$ cat config.mk
export PLATFORM = sky130hd
export DESIGN_NAME = visual_center_with_hold
export DESIGN_NICKNAME = d
export VERILOG_FILES = /design/src/rtl/vcwh_pkg.sv /design/src/rtl/visual_center_with_hold.sv /design/src/rtl/vcwh_ctrl.sv /design/src/rtl/vcwh_dp.sv
export SDC_FILE = /design/constraint.sdc
export NUM_CORES = 2
export LEC_CHECK = 0
export BUFFER_PORTS_ARGS = -buffer_cell sky130_fd_sc_hd__buf_2
export CAP_MARGIN = 0
export CORE_ASPECT_RATIO = 1.2
export CORE_UTILIZATION = 55
export DETAILED_ROUTE_END_ITERATION = 16
export GPL_TIMING_DRIVEN = 0
export PLACE_DENSITY = 0.72
export SLEW_MARGIN = 20
export SYNTH_ARGS = -nofsm -noshare
export SYNTH_HDL_FRONTEND = slang
export SYNTH_SLANG_ARGS = --single-unit
$ cat constraint.sdc
create_clock -name clk -period 11.7 [get_ports clk]
set_clock_uncertainty 0.05 [all_clocks]
set_input_delay 1.755 -clock clk [delete_from_list [all_inputs] [get_ports clk]]
set_output_delay 1.755 -clock clk [all_outputs]
set_load 0.01 [all_outputs]
$ cat src/rtl/vcwh_pkg.sv
package vcwh_pkg;

  localparam int unsigned OFF_W  = 16;
  localparam int unsigned RNG_W  = 16;
  localparam int unsigned TS_W   = 32;
  localparam int unsigned ERR_W  = 24;
  localparam int unsigned YAW_W  = 20;
  localparam int unsigned LIM_W  = 19;
  localparam int unsigned HOLD_W = 20;
  localparam int unsigned CFG_W  = 20;
  localparam int unsigned MAG_W  = OFF_W + 1;

  // Products of a filter value and a Q16 coefficient, and the rounded result.
  localparam int unsigned PROD_W = 42;
  localparam int unsigned RND_W  = 26;
  localparam int unsigned Q_SHIFT = 16;

  typedef enum logic [1:0] {
    STATUS_RUN  = 2'd0,
    STATUS_OK   = 2'd1,
    STATUS_FAIL = 2'd2
  } vcwh_status_t;

  localparam logic [0:0] CFG_YAW_LIMIT = 1'b0;
  localparam logic [0:0] CFG_HOLD_TIME = 1'b1;

  localparam logic [LIM_W-1:0]  YAW_LIMIT_RST = 19'd32768;
  localparam logic [HOLD_W-1:0] HOLD_TIME_RST = 20'd3000;

  localparam logic signed [17:0] COEF_KEEP = 18'sd39322;
  localparam logic signed [17:0] COEF_NEW  = 18'sd26214;
  localparam logic signed [17:0] COEF_GAIN = 18'sd52429;
  localparam logic signed [PROD_W-1:0] ROUND_HALF = 42'sd32768;

  localparam logic [RNG_W-1:0] MIN_DEN       = 16'd500;
  localparam logic [4:0]       CENTER_FACTOR = 5'd20;
  localparam logic [1:0]       CONFIRM_FRAMES = 2'd3;

  localparam logic signed [RND_W-1:0] ERR_POS = 26'sd8388607;
  localparam logic signed [RND_W-1:0] ERR_NEG = -26'sd8388608;

  typedef enum logic [2:0] {
    ST_IDLE,
    ST_EVAL,
    ST_DIV,
    ST_FILT_A,
    ST_FILT_B,
    ST_GAIN_A,
    ST_GAIN_B,
    ST_EMIT
  } vcwh_state_t;

  typedef struct packed {
    logic load;
    logic eval;
    logic div_step;
    logic filt_a;
    logic filt_b;
    logic gain_a;
    logic gain_b;
    logic load_out;
  } vcwh_cmd_t;

  typedef struct packed {
    logic quick;
  } vcwh_sts_t;

endpackage

$ cat src/rtl/visual_center_with_hold.sv
// Begin, lost, holding and confirming frames go from the eval state straight to the emit state;
// a tracking frame first passes through the bit-serial divider (one quotient bit per cycle)
// and then four filter and gain steps. A beat is taken only in the idle state, so the block
// finishes one frame before it takes the next; the emit state waits for a free output slot.
// A new beat is taken while a finished result still waits on the output.
// Reset (synchronous, rst_n low) clears all tracking state and loads default limits.
module visual_center_with_hold
  import vcwh_pkg::*;
#(
  parameter int unsigned FRAC_BITS  = 16,
  parameter int unsigned LOST_LIMIT = 50
) (
  input  logic                    clk,
  input  logic                    rst_n,
  input  logic                    cfg_we,
  input  logic [0:0]              cfg_index,
  input  logic [CFG_W-1:0]        cfg_wdata,
  input  logic                    in_valid,
  output logic                    in_ready,
  input  logic                    in_func,
  input  logic                    in_seen,
  input  logic signed [OFF_W-1:0] in_offset_mm,
  input  logic [RNG_W-1:0]        in_range_mm,
  input  logic [TS_W-1:0]         in_now_ms,
  output logic                    out_valid,
  input  logic                    out_ready,
  output logic [1:0]              out_status,
  output logic                    out_cmd_valid,
  output logic signed [YAW_W-1:0] out_yaw_cmd
);

  localparam int unsigned DIV_STEPS = MAG_W + FRAC_BITS;

  vcwh_cmd_t cmd;
  vcwh_sts_t sts;

  vcwh_ctrl #(
    .DIV_STEPS(DIV_STEPS)
  ) u_ctrl (
    .clk       (clk),
    .rst_n     (rst_n),
    .in_valid  (in_valid),
    .in_ready  (in_ready),
    .out_valid (out_valid),
    .out_ready (out_ready),
    .sts       (sts),
    .cmd       (cmd)
  );

  vcwh_dp #(
    .FRAC_BITS (FRAC_BITS),
    .LOST_LIMIT(LOST_LIMIT)
  ) u_dp (
    .clk          (clk),
    .rst_n        (rst_n),
    .cfg_we       (cfg_we),
    .cfg_index    (cfg_index),
    .cfg_wdata    (cfg_wdata),
    .in_func      (in_func),
    .in_seen      (in_seen),
    .in_offset_mm (in_offset_mm),
    .in_range_mm  (in_range_mm),
    .in_now_ms    (in_now_ms),
    .cmd          (cmd),
    .sts          (sts),
    .out_status   (out_status),
    .out_cmd_valid(out_cmd_valid),
    .out_yaw_cmd  (out_yaw_cmd)
  );

`ifndef ASSERT_OFF
  // A beat without a command carries a zero yaw.
  a_no_cmd_zero_yaw: assert property (@(posedge clk) disable iff (!rst_n)
    out_valid && !out_cmd_valid |-> out_yaw_cmd == '0)
    else $error("yaw nonzero without command");

  // Success is only reported while holding still.
  a_ok_holds_still: assert property (@(posedge clk) disable iff (!rst_n)
    out_valid && out_status == STATUS_OK |-> out_cmd_valid && out_yaw_cmd == '0)
    else $error("success beat with nonzero yaw");

  // Failure only comes from the lost-target path, which always commands yaw.
  a_fail_has_cmd: assert property (@(posedge clk) disable iff (!rst_n)
    out_valid && out_status == STATUS_FAIL |-> out_cmd_valid)
    else $error("failure beat without command");

  // The block works on one frame at a time.
  a_busy_after_accept: assert property (@(posedge clk) disable iff (!rst_n)
    in_valid && in_ready |=> !in_ready)
    else $error("input accepted while busy");
`endif

endmodule

$ cat src/rtl/vcwh_ctrl.sv
module vcwh_ctrl
  import vcwh_pkg::*;
#(
  parameter int unsigned DIV_STEPS = 33
) (
  input  logic      clk,
  input  logic      rst_n,
  input  logic      in_valid,
  output logic      in_ready,
  output logic      out_valid,
  input  logic      out_ready,
  input  vcwh_sts_t sts,
  output vcwh_cmd_t cmd
);

  localparam int unsigned CW = $clog2(DIV_STEPS);

  vcwh_state_t   state_r, state_nxt;
  logic [CW-1:0] cnt_r, cnt_nxt;
  logic          out_valid_r, out_valid_nxt;
  logic          div_last;
  logic          slot_free;

  assign div_last  = (cnt_r == CW'(DIV_STEPS - 1));
  assign slot_free = !out_valid_r || out_ready;

  always_comb begin
    state_nxt = state_r;
    unique case (state_r)
      ST_IDLE:   if (in_valid) state_nxt = ST_EVAL;
      ST_EVAL:   state_nxt = sts.quick ? ST_EMIT : ST_DIV;
      ST_DIV:    if (div_last) state_nxt = ST_FILT_A;
      ST_FILT_A: state_nxt = ST_FILT_B;
      ST_FILT_B: state_nxt = ST_GAIN_A;
      ST_GAIN_A: state_nxt = ST_GAIN_B;
      ST_GAIN_B: state_nxt = ST_EMIT;
      ST_EMIT:   if (slot_free) state_nxt = ST_IDLE;
      default:   state_nxt = ST_IDLE;
    endcase
  end

  always_comb begin
    cmd          = '0;
    in_ready     = 1'b0;
    cnt_nxt      = cnt_r;
    unique case (state_r)
      ST_IDLE: begin
        in_ready = 1'b1;
        cmd.load = in_valid;
      end
      ST_EVAL: begin
        cmd.eval = 1'b1;
        cnt_nxt  = '0;
      end
      ST_DIV: begin
        cmd.div_step = 1'b1;
        cnt_nxt      = cnt_r + 1'b1;
      end
      ST_FILT_A: cmd.filt_a = 1'b1;
      ST_FILT_B: cmd.filt_b = 1'b1;
      ST_GAIN_A: cmd.gain_a = 1'b1;
      ST_GAIN_B: cmd.gain_b = 1'b1;
      ST_EMIT:   cmd.load_out = slot_free;
      default: begin
        cmd = '0;
      end
    endcase
  end

  always_comb begin
    out_valid_nxt = out_valid_r;
    if (cmd.load_out) begin
      out_valid_nxt = 1'b1;
    end else if (out_ready) begin
      out_valid_nxt = 1'b0;
    end
  end

  assign out_valid = out_valid_r;

  always_ff @(posedge clk) begin
    if (!rst_n) begin
      state_r     <= ST_IDLE;
      cnt_r       <= '0;
      out_valid_r <= 1'b0;
    end else begin
      state_r     <= state_nxt;
      cnt_r       <= cnt_nxt;
      out_valid_r <= out_valid_nxt;
    end
  end

endmodule

$ cat src/rtl/vcwh_dp.sv
module vcwh_dp
  import vcwh_pkg::*;
#(
  parameter int unsigned FRAC_BITS  = 16,
  parameter int unsigned LOST_LIMIT = 50
) (
  input  logic                    clk,
  input  logic                    rst_n,
  input  logic                    cfg_we,
  input  logic [0:0]              cfg_index,
  input  logic [CFG_W-1:0]        cfg_wdata,
  input  logic                    in_func,
  input  logic                    in_seen,
  input  logic signed [OFF_W-1:0] in_offset_mm,
  input  logic [RNG_W-1:0]        in_range_mm,
  input  logic [TS_W-1:0]         in_now_ms,
  input  vcwh_cmd_t               cmd,
  output vcwh_sts_t               sts,
  output logic [1:0]              out_status,
  output logic                    out_cmd_valid,
  output logic signed [YAW_W-1:0] out_yaw_cmd
);

  localparam int unsigned DW = MAG_W + FRAC_BITS;
  localparam int unsigned LW = $clog2(LOST_LIMIT + 2);

  function automatic logic signed [ERR_W-1:0] sat_err(input logic signed [RND_W-1:0] v);
    logic signed [RND_W-1:0] r;
    r = v;
    if (v > ERR_POS) r = ERR_POS;
    if (v < ERR_NEG) r = ERR_NEG;
    return r[ERR_W-1:0];
  endfunction

  function automatic logic signed [YAW_W-1:0] clamp_lim(input logic signed [RND_W-1:0] v,
                                                        input logic [LIM_W-1:0] lim);
    logic signed [RND_W-1:0] lv;
    logic signed [RND_W-1:0] r;
    lv = $signed({{(RND_W - LIM_W){1'b0}}, lim});
    r  = v;
    if (v > lv) r = lv;
    if (v < -lv) r = -lv;
    return r[YAW_W-1:0];
  endfunction

  function automatic logic signed [RND_W-1:0] round_q16(input logic signed [PROD_W-1:0] v);
    logic signed [PROD_W-1:0] t;
    t = (v + ROUND_HALF) >>> Q_SHIFT;
    return t[RND_W-1:0];
  endfunction

  // Latched input beat.
  logic                    func_r, seen_r;
  logic signed [OFF_W-1:0] off_r;
  logic [RNG_W-1:0]        rng_r;
  logic [TS_W-1:0]         now_r;

  // Configuration.
  logic [LIM_W-1:0]  lim_r;
  logic [HOLD_W-1:0] hold_r;

  // Tracking state.
  logic signed [ERR_W-1:0] f_r, f_nxt;
  logic [1:0]              cc_r, cc_nxt;
  logic [LW-1:0]           lost_r, lost_nxt;
  logic                    holding_r, holding_nxt;
  logic [TS_W-1:0]         hs_r, hs_nxt;

  // Divider and filter pipeline.
  logic [RNG_W-1:0]          rem_r, rem_nxt;
  logic [DW-1:0]             qr_r, qr_nxt;
  logic signed [ERR_W:0]     neg_n_r;
  logic signed [PROD_W-1:0]  p1_r, p2_r;

  // Result held until the output slot frees up.
  logic [1:0]              res_status_r, res_status_nxt;
  logic                    res_valid_r, res_valid_nxt;
  logic signed [YAW_W-1:0] res_yaw_r, res_yaw_nxt;

  logic [1:0]              out_status_r;
  logic                    out_cmd_valid_r;
  logic signed [YAW_W-1:0] out_yaw_cmd_r;

  logic                    neg;
  logic [MAG_W-1:0]        mag;
  logic [RNG_W-1:0]        den;
  logic [21:0]             mag20;
  logic                    centred;
  logic [1:0]              cc_inc;
  logic                    confirm;
  logic [LW-1:0]           lost_inc;
  logic [TS_W-1:0]         elapsed;
  logic                    hold_done;
  logic signed [RND_W-1:0] lost_base;
  logic [RNG_W:0]          trial;
  logic                    ge;
  logic [DW-1:0]           qmax, qsat;
  logic signed [ERR_W:0]   neg_n_nxt;
  logic signed [PROD_W-1:0] acc;

  assign neg     = off_r[OFF_W-1];
  assign mag     = neg ? MAG_W'(-{off_r[OFF_W-1], off_r}) : MAG_W'({1'b0, off_r});
  assign den     = (rng_r > MIN_DEN) ? rng_r : MIN_DEN;
  assign mag20   = 22'(mag) * 22'(CENTER_FACTOR);
  assign centred = (mag20 < 22'(den));
  assign cc_inc  = (cc_r < CONFIRM_FRAMES) ? cc_r + 2'd1 : cc_r;
  assign confirm = centred && (cc_inc == CONFIRM_FRAMES);
  assign lost_inc  = (lost_r <= LW'(LOST_LIMIT)) ? lost_r + 1'b1 : lost_r;
  assign elapsed   = now_r - hs_r;
  assign hold_done = (elapsed >= TS_W'(hold_r));

  // With nothing filtered yet, a lost target is sought at half the yaw limit.
  assign lost_base = (f_r == '0) ? -$signed(RND_W'(lim_r >> 1)) : RND_W'(f_r);

  assign sts.quick = !func_r || !seen_r || holding_r || confirm;

  // One quotient bit per step of the restoring divider.
  assign trial   = {rem_r, qr_r[DW-1]};
  assign ge      = (trial >= {1'b0, den});
  assign rem_nxt = ge ? RNG_W'(trial - {1'b0, den}) : RNG_W'(trial);
  assign qr_nxt  = {qr_r[DW-2:0], ge};

  // The negative side of the error range reaches one step further.
  assign qmax      = neg ? DW'(ERR_POS + 1) : DW'(ERR_POS);
  assign qsat      = (qr_r > qmax) ? qmax : qr_r;
  assign neg_n_nxt = neg ? $signed((ERR_W+1)'(qsat)) : -$signed((ERR_W+1)'(qsat));

  assign acc = p1_r + PROD_W'(neg_n_r) * PROD_W'(COEF_NEW);

  always_comb begin
    f_nxt          = f_r;
    cc_nxt         = cc_r;
    lost_nxt       = lost_r;
    holding_nxt    = holding_r;
    hs_nxt         = hs_r;
    res_status_nxt = res_status_r;
    res_valid_nxt  = res_valid_r;
    res_yaw_nxt    = res_yaw_r;
    if (cmd.eval) begin
      res_status_nxt = STATUS_RUN;
      res_valid_nxt  = 1'b0;
      res_yaw_nxt    = '0;
      priority if (!func_r) begin
        f_nxt       = '0;
        cc_nxt      = '0;
        lost_nxt    = '0;
        holding_nxt = 1'b0;
        hs_nxt      = '0;
      end else if (!seen_r) begin
        lost_nxt       = lost_inc;
        res_status_nxt = (lost_inc > LW'(LOST_LIMIT)) ? STATUS_FAIL : STATUS_RUN;
        res_valid_nxt  = 1'b1;
        res_yaw_nxt    = clamp_lim(lost_base, lim_r);
      end else if (holding_r) begin
        lost_nxt       = '0;
        res_status_nxt = hold_done ? STATUS_OK : STATUS_RUN;
        res_valid_nxt  = 1'b1;
      end else begin
        lost_nxt = '0;
        cc_nxt   = centred ? cc_inc : 2'd0;
        if (confirm) begin
          holding_nxt = 1'b1;
          hs_nxt      = now_r;
        end
      end
    end
    if (cmd.filt_b) begin
      f_nxt = sat_err(round_q16(acc));
    end
    if (cmd.gain_b) begin
      res_status_nxt = STATUS_RUN;
      res_valid_nxt  = 1'b1;
      res_yaw_nxt    = clamp_lim(round_q16(p2_r), lim_r);
    end
  end

  always_ff @(posedge clk) begin
    if (!rst_n) begin
      lim_r     <= YAW_LIMIT_RST;
      hold_r    <= HOLD_TIME_RST;
      f_r       <= '0;
      cc_r      <= '0;
      lost_r    <= '0;
      holding_r <= 1'b0;
      hs_r      <= '0;
    end else begin
      if (cfg_we) begin
        unique case (cfg_index)
          CFG_YAW_LIMIT: lim_r  <= cfg_wdata[LIM_W-1:0];
          CFG_HOLD_TIME: hold_r <= cfg_wdata[HOLD_W-1:0];
          default:       lim_r  <= lim_r;
        endcase
      end
      f_r       <= f_nxt;
      cc_r      <= cc_nxt;
      lost_r    <= lost_nxt;
      holding_r <= holding_nxt;
      hs_r      <= hs_nxt;
    end
  end

  always_ff @(posedge clk) begin
    if (cmd.load) begin
      func_r <= in_func;
      seen_r <= in_seen;
      off_r  <= in_offset_mm;
      rng_r  <= in_range_mm;
      now_r  <= in_now_ms;
    end
    if (cmd.eval) begin
      rem_r <= '0;
      qr_r  <= {mag, {FRAC_BITS{1'b0}}};
    end else if (cmd.div_step) begin
      rem_r <= rem_nxt;
      qr_r  <= qr_nxt;
    end
    if (cmd.filt_a) begin
      neg_n_r <= neg_n_nxt;
      p1_r    <= PROD_W'(f_r) * PROD_W'(COEF_KEEP);
    end
    if (cmd.gain_a) begin
      p2_r <= PROD_W'(f_r) * PROD_W'(COEF_GAIN);
    end
    res_status_r <= res_status_nxt;
    res_valid_r  <= res_valid_nxt;
    res_yaw_r    <= res_yaw_nxt;
    if (cmd.load_out) begin
      out_status_r    <= res_status_r;
      out_cmd_valid_r <= res_valid_r;
      out_yaw_cmd_r   <= res_yaw_r;
    end
  end

  assign out_status    = out_status_r;
  assign out_cmd_valid = out_cmd_valid_r;
  assign out_yaw_cmd   = out_yaw_cmd_r;

endmodule
==> impl_metrics.ini <==
[yosys]
seq_area_frac_synth_pct = 21.3
synth-edff-count = 217
synth_flop_cell = edfxtp_1
yosys_warnings = 0
syn-num-nets = 5952
ys_seq_elements = 366
syn_inst = 4729
synthArstFlopShare_pct = 0
netlist_area_sq_um = 44600
synth_cell_types = 103
syn_area_per_cell_sq_um = 9.44

[critical_path]
cp_slowest_cell = nor3_1
r2r-start = u_dp.neg_n_r[0]$_DFFE_PP_
cpPeakStageDelay_ps = 630
crit_type = flop to flop
reg2reg_to = u_dp.f_r[10]$_SDFFE_PN0P_
arrival_ps = 10140
path_max_fanout = 10
cp-end-kind = flop
startpoint = u_dp.neg_n_r[0]$_DFFE_PP_
required_ps = 12170
r2r_slack_ps = 2030
cpMostUsedCell = ha_1
ff2ff_path_depth = 29
start_kind = flop
worstSetupEndpoint = u_dp.f_r[10]$_SDFFE_PN0P_

[grt]
grtUsageTotal_pct = 28.6
grt_max_degree = 55
grt_pass1_wl_mm = 184
antenna_found_initial = 7
grt_pass1_vias = 34600
grt_overflow = 0

[route]
ant_nets = 0
detail_route.iter0.violations = 2042
routed_wl_mm = 115
first_pass_iters = 5
via_per_inst = 5.77
vias = 34400
wl_per_cell_um = 19.3
post-route-drc-count = 0

[floorplanning]
die_h_um = 314
die_area_sq_um = 82300
rows = 114
initial_core_util_pct = 55.5
die_x_um = 262
pin_count = 117
core_sq_um = 80400

[layout]
most-common-layout-cells = inv_1, ha_1, fa_1, nand2_1, a21oi_1
layout_commonest_cell = inv_1
drive_gt1_share_pct = 5.52
area_delta_synth_final_pct = 7.58
layout.nets = 6116
fillers = 6994

[worst_hold_path]
hp-start = u_dp.res_valid_r$_SDFFE_PP1P_
hold_path.class = flop to flop

[clock_tree]
root_buffer = clkbuf_16
cts_buffers = 41
cts_buffer_depth = 3
post_cts_buffers = 0
cts_tree = yes
path_clk_slew_ps = 70
clock_latency_ps = 620
clkSinkCount = 366
htreeDepth = 2
hold_buffers = 0
ctsResizeCount = 0

[sta]
rsz0062_at_grt = false
fmax_mhz = 103
post-route-period-util_pct = 82.7
tns_ps = 0
setup_viol = 0
relSlewSlack_pct = 29.4
fin_crit_ps = 9670
slew_viol_final = 0
worst_pin_slew_ps = 1030
hold_viol_final = 0

[placed_design]
io_buffers = 116
finalWeightedCongestion = 0.980
hpwl_mm = 95.5

[flow_run]
maxCapViolations = 0

[outcome]
status = completed
==> worst min-delay path by stage <==
stage / to / cells after the start / slack (ps)
detailed placement: u_dp.out_yaw_cmd[8]$_DFFE_PP_ / 0 / 360
CTS: u_dp.out_cmd_valid$_DFFE_PP_ / 0 / 380
floorplan: u_dp.out_yaw_cmd[0]$_DFFE_PP_ / 0 / 350
finish: u_dp.out_cmd_valid$_DFFE_PP_ / 0 / 370
global route: u_dp.out_cmd_valid$_DFFE_PP_ / 0 / 380
global placement: u_dp.out_yaw_cmd[1]$_DFFE_PP_ / 0 / 350
==> sequential cells by signal, indices dropped and copies added, names as in the netlist, 2 cells and up <==
| signal | cells |
|---|---|
| u_dp.res_status_r | 2 |
| u_ctrl.state_r | 3 |
| u_dp.out_yaw_cmd | 20 |
| u_dp.rng_r | 16 |
| u_dp.p2_r | 26 |
| u_dp.off_r | 16 |
| u_dp.out_status | 2 |
| u_dp.f_r | 24 |
| u_dp.lost_r | 6 |
| u_dp.rem_r | 16 |
| u_dp.neg_n_r | 25 |
| u_dp.now_r | 32 |
| u_dp.hs_r | 32 |
| u_dp.p1_r | 40 |
| u_dp.lim_r | 19 |
| u_dp.hold_r | 20 |
| u_dp.cc_r | 2 |
| u_dp.qr_r | 33 |
| u_ctrl.cnt_r | 6 |
| u_dp.res_yaw_r | 20 |
==> layer usage <==
layer,GRT usage (%),part of all wire (%),vias to the layer above,routed length [um]
met1,36.4,41,16600,47700
li1,-,-,16500,-
met5,0,0,-,0
met4,11.6,4.4,0,5060
met2,48.6,48,1020,55900
met3,4.03,5.8,246,6650
==> layout make-up <==
class / instances / area [sq um] / area share, %
clock buffers: 52 / 1080 / 2.24
inverters: 762 / 2860 / 5.96
well taps: 1044 / 1310 / 2.72
repair buffers: 121 / 688 / 1.43
clock inverters: 24 / 282 / 0.586
flip-flops and latches: 366 / 9500 / 19.8
plain buffers: 112 / 469 / 0.977
diodes: 1 / 2.50 / 0.00521
multi-input cells: 3489 / 31800 / 66.3
==> worst max-delay path: cells and delay by family (launching register included) <==
kind	cells	cell delay, ps
multiplexers	1	240
XOR/XNOR	1	180
AND/OR/NAND/NOR	6	1590
buffers and inverters	5	580
flip-flops	1	520
adder cells (fa/ha/maj)	9	3870
AO/OA/AOI/OAI	7	2570
==> logic make-up (layout without fill, tap and decap cells) <==
group / Yosys count / after routing / synth area share (%)
flops: 366 / 366 / 21.3
simple gates: 1062 / 1062 / 11.3
xor+xnor: 269 / 269 / 5.28
compound gates: 943 / 943 / 13.9
mux: 82 / 82 / 1.86
other cells: 1 / 2 / 0.00840
buf+inv: 874 / 1071 / 7.46
fa+ha+maj: 1132 / 1132 / 38.9
==> cell usage after synthesis, types with 28 or more instances <==
library cell	instances	area share (%)
dfxtp_1	149	6.7
clkbuf_1	83	0.70
o21ai_0	154	1.7
nand2b_1	37	0.52
xor2_1	66	1.3
o21a_1	42	0.71
a21o_1	107	1.8
o21ai_1	33	0.37
ha_1	705	20
a21oi_1	280	3.1
fa_1	426	19
mux2i_1	76	1.7
inv_1	758	6.4
nand3_1	61	0.68
a211oi_1	33	0.56
xnor2_1	203	4.0
nor3_1	60	0.67
o211ai_1	28	0.47
nand2_1	359	3.0
edfxtp_1	217	15
nand4_1	51	0.72
nor2b_1	48	0.67
nor2_1	277	2.3
a22o_1	33	0.65
==> metrics by stage <==
stage	cells	cell area (sq um)	util, %	worst slack (ps)	hold WS, ps
global route	5970	48000	59.7	1670	377
CTS	5970	48000	59.7	2150	376
detailed placement	5894	46600	58.0	2210	355
floorplan	4729	44600	-	3610	350
global placement	5889	46500	57.8	2260	352
finish	5971	48000	59.7	2030	371
Power is not shown: default switching activity piles up to over one toggle a cycle in this logic, so the estimate is an artifact.
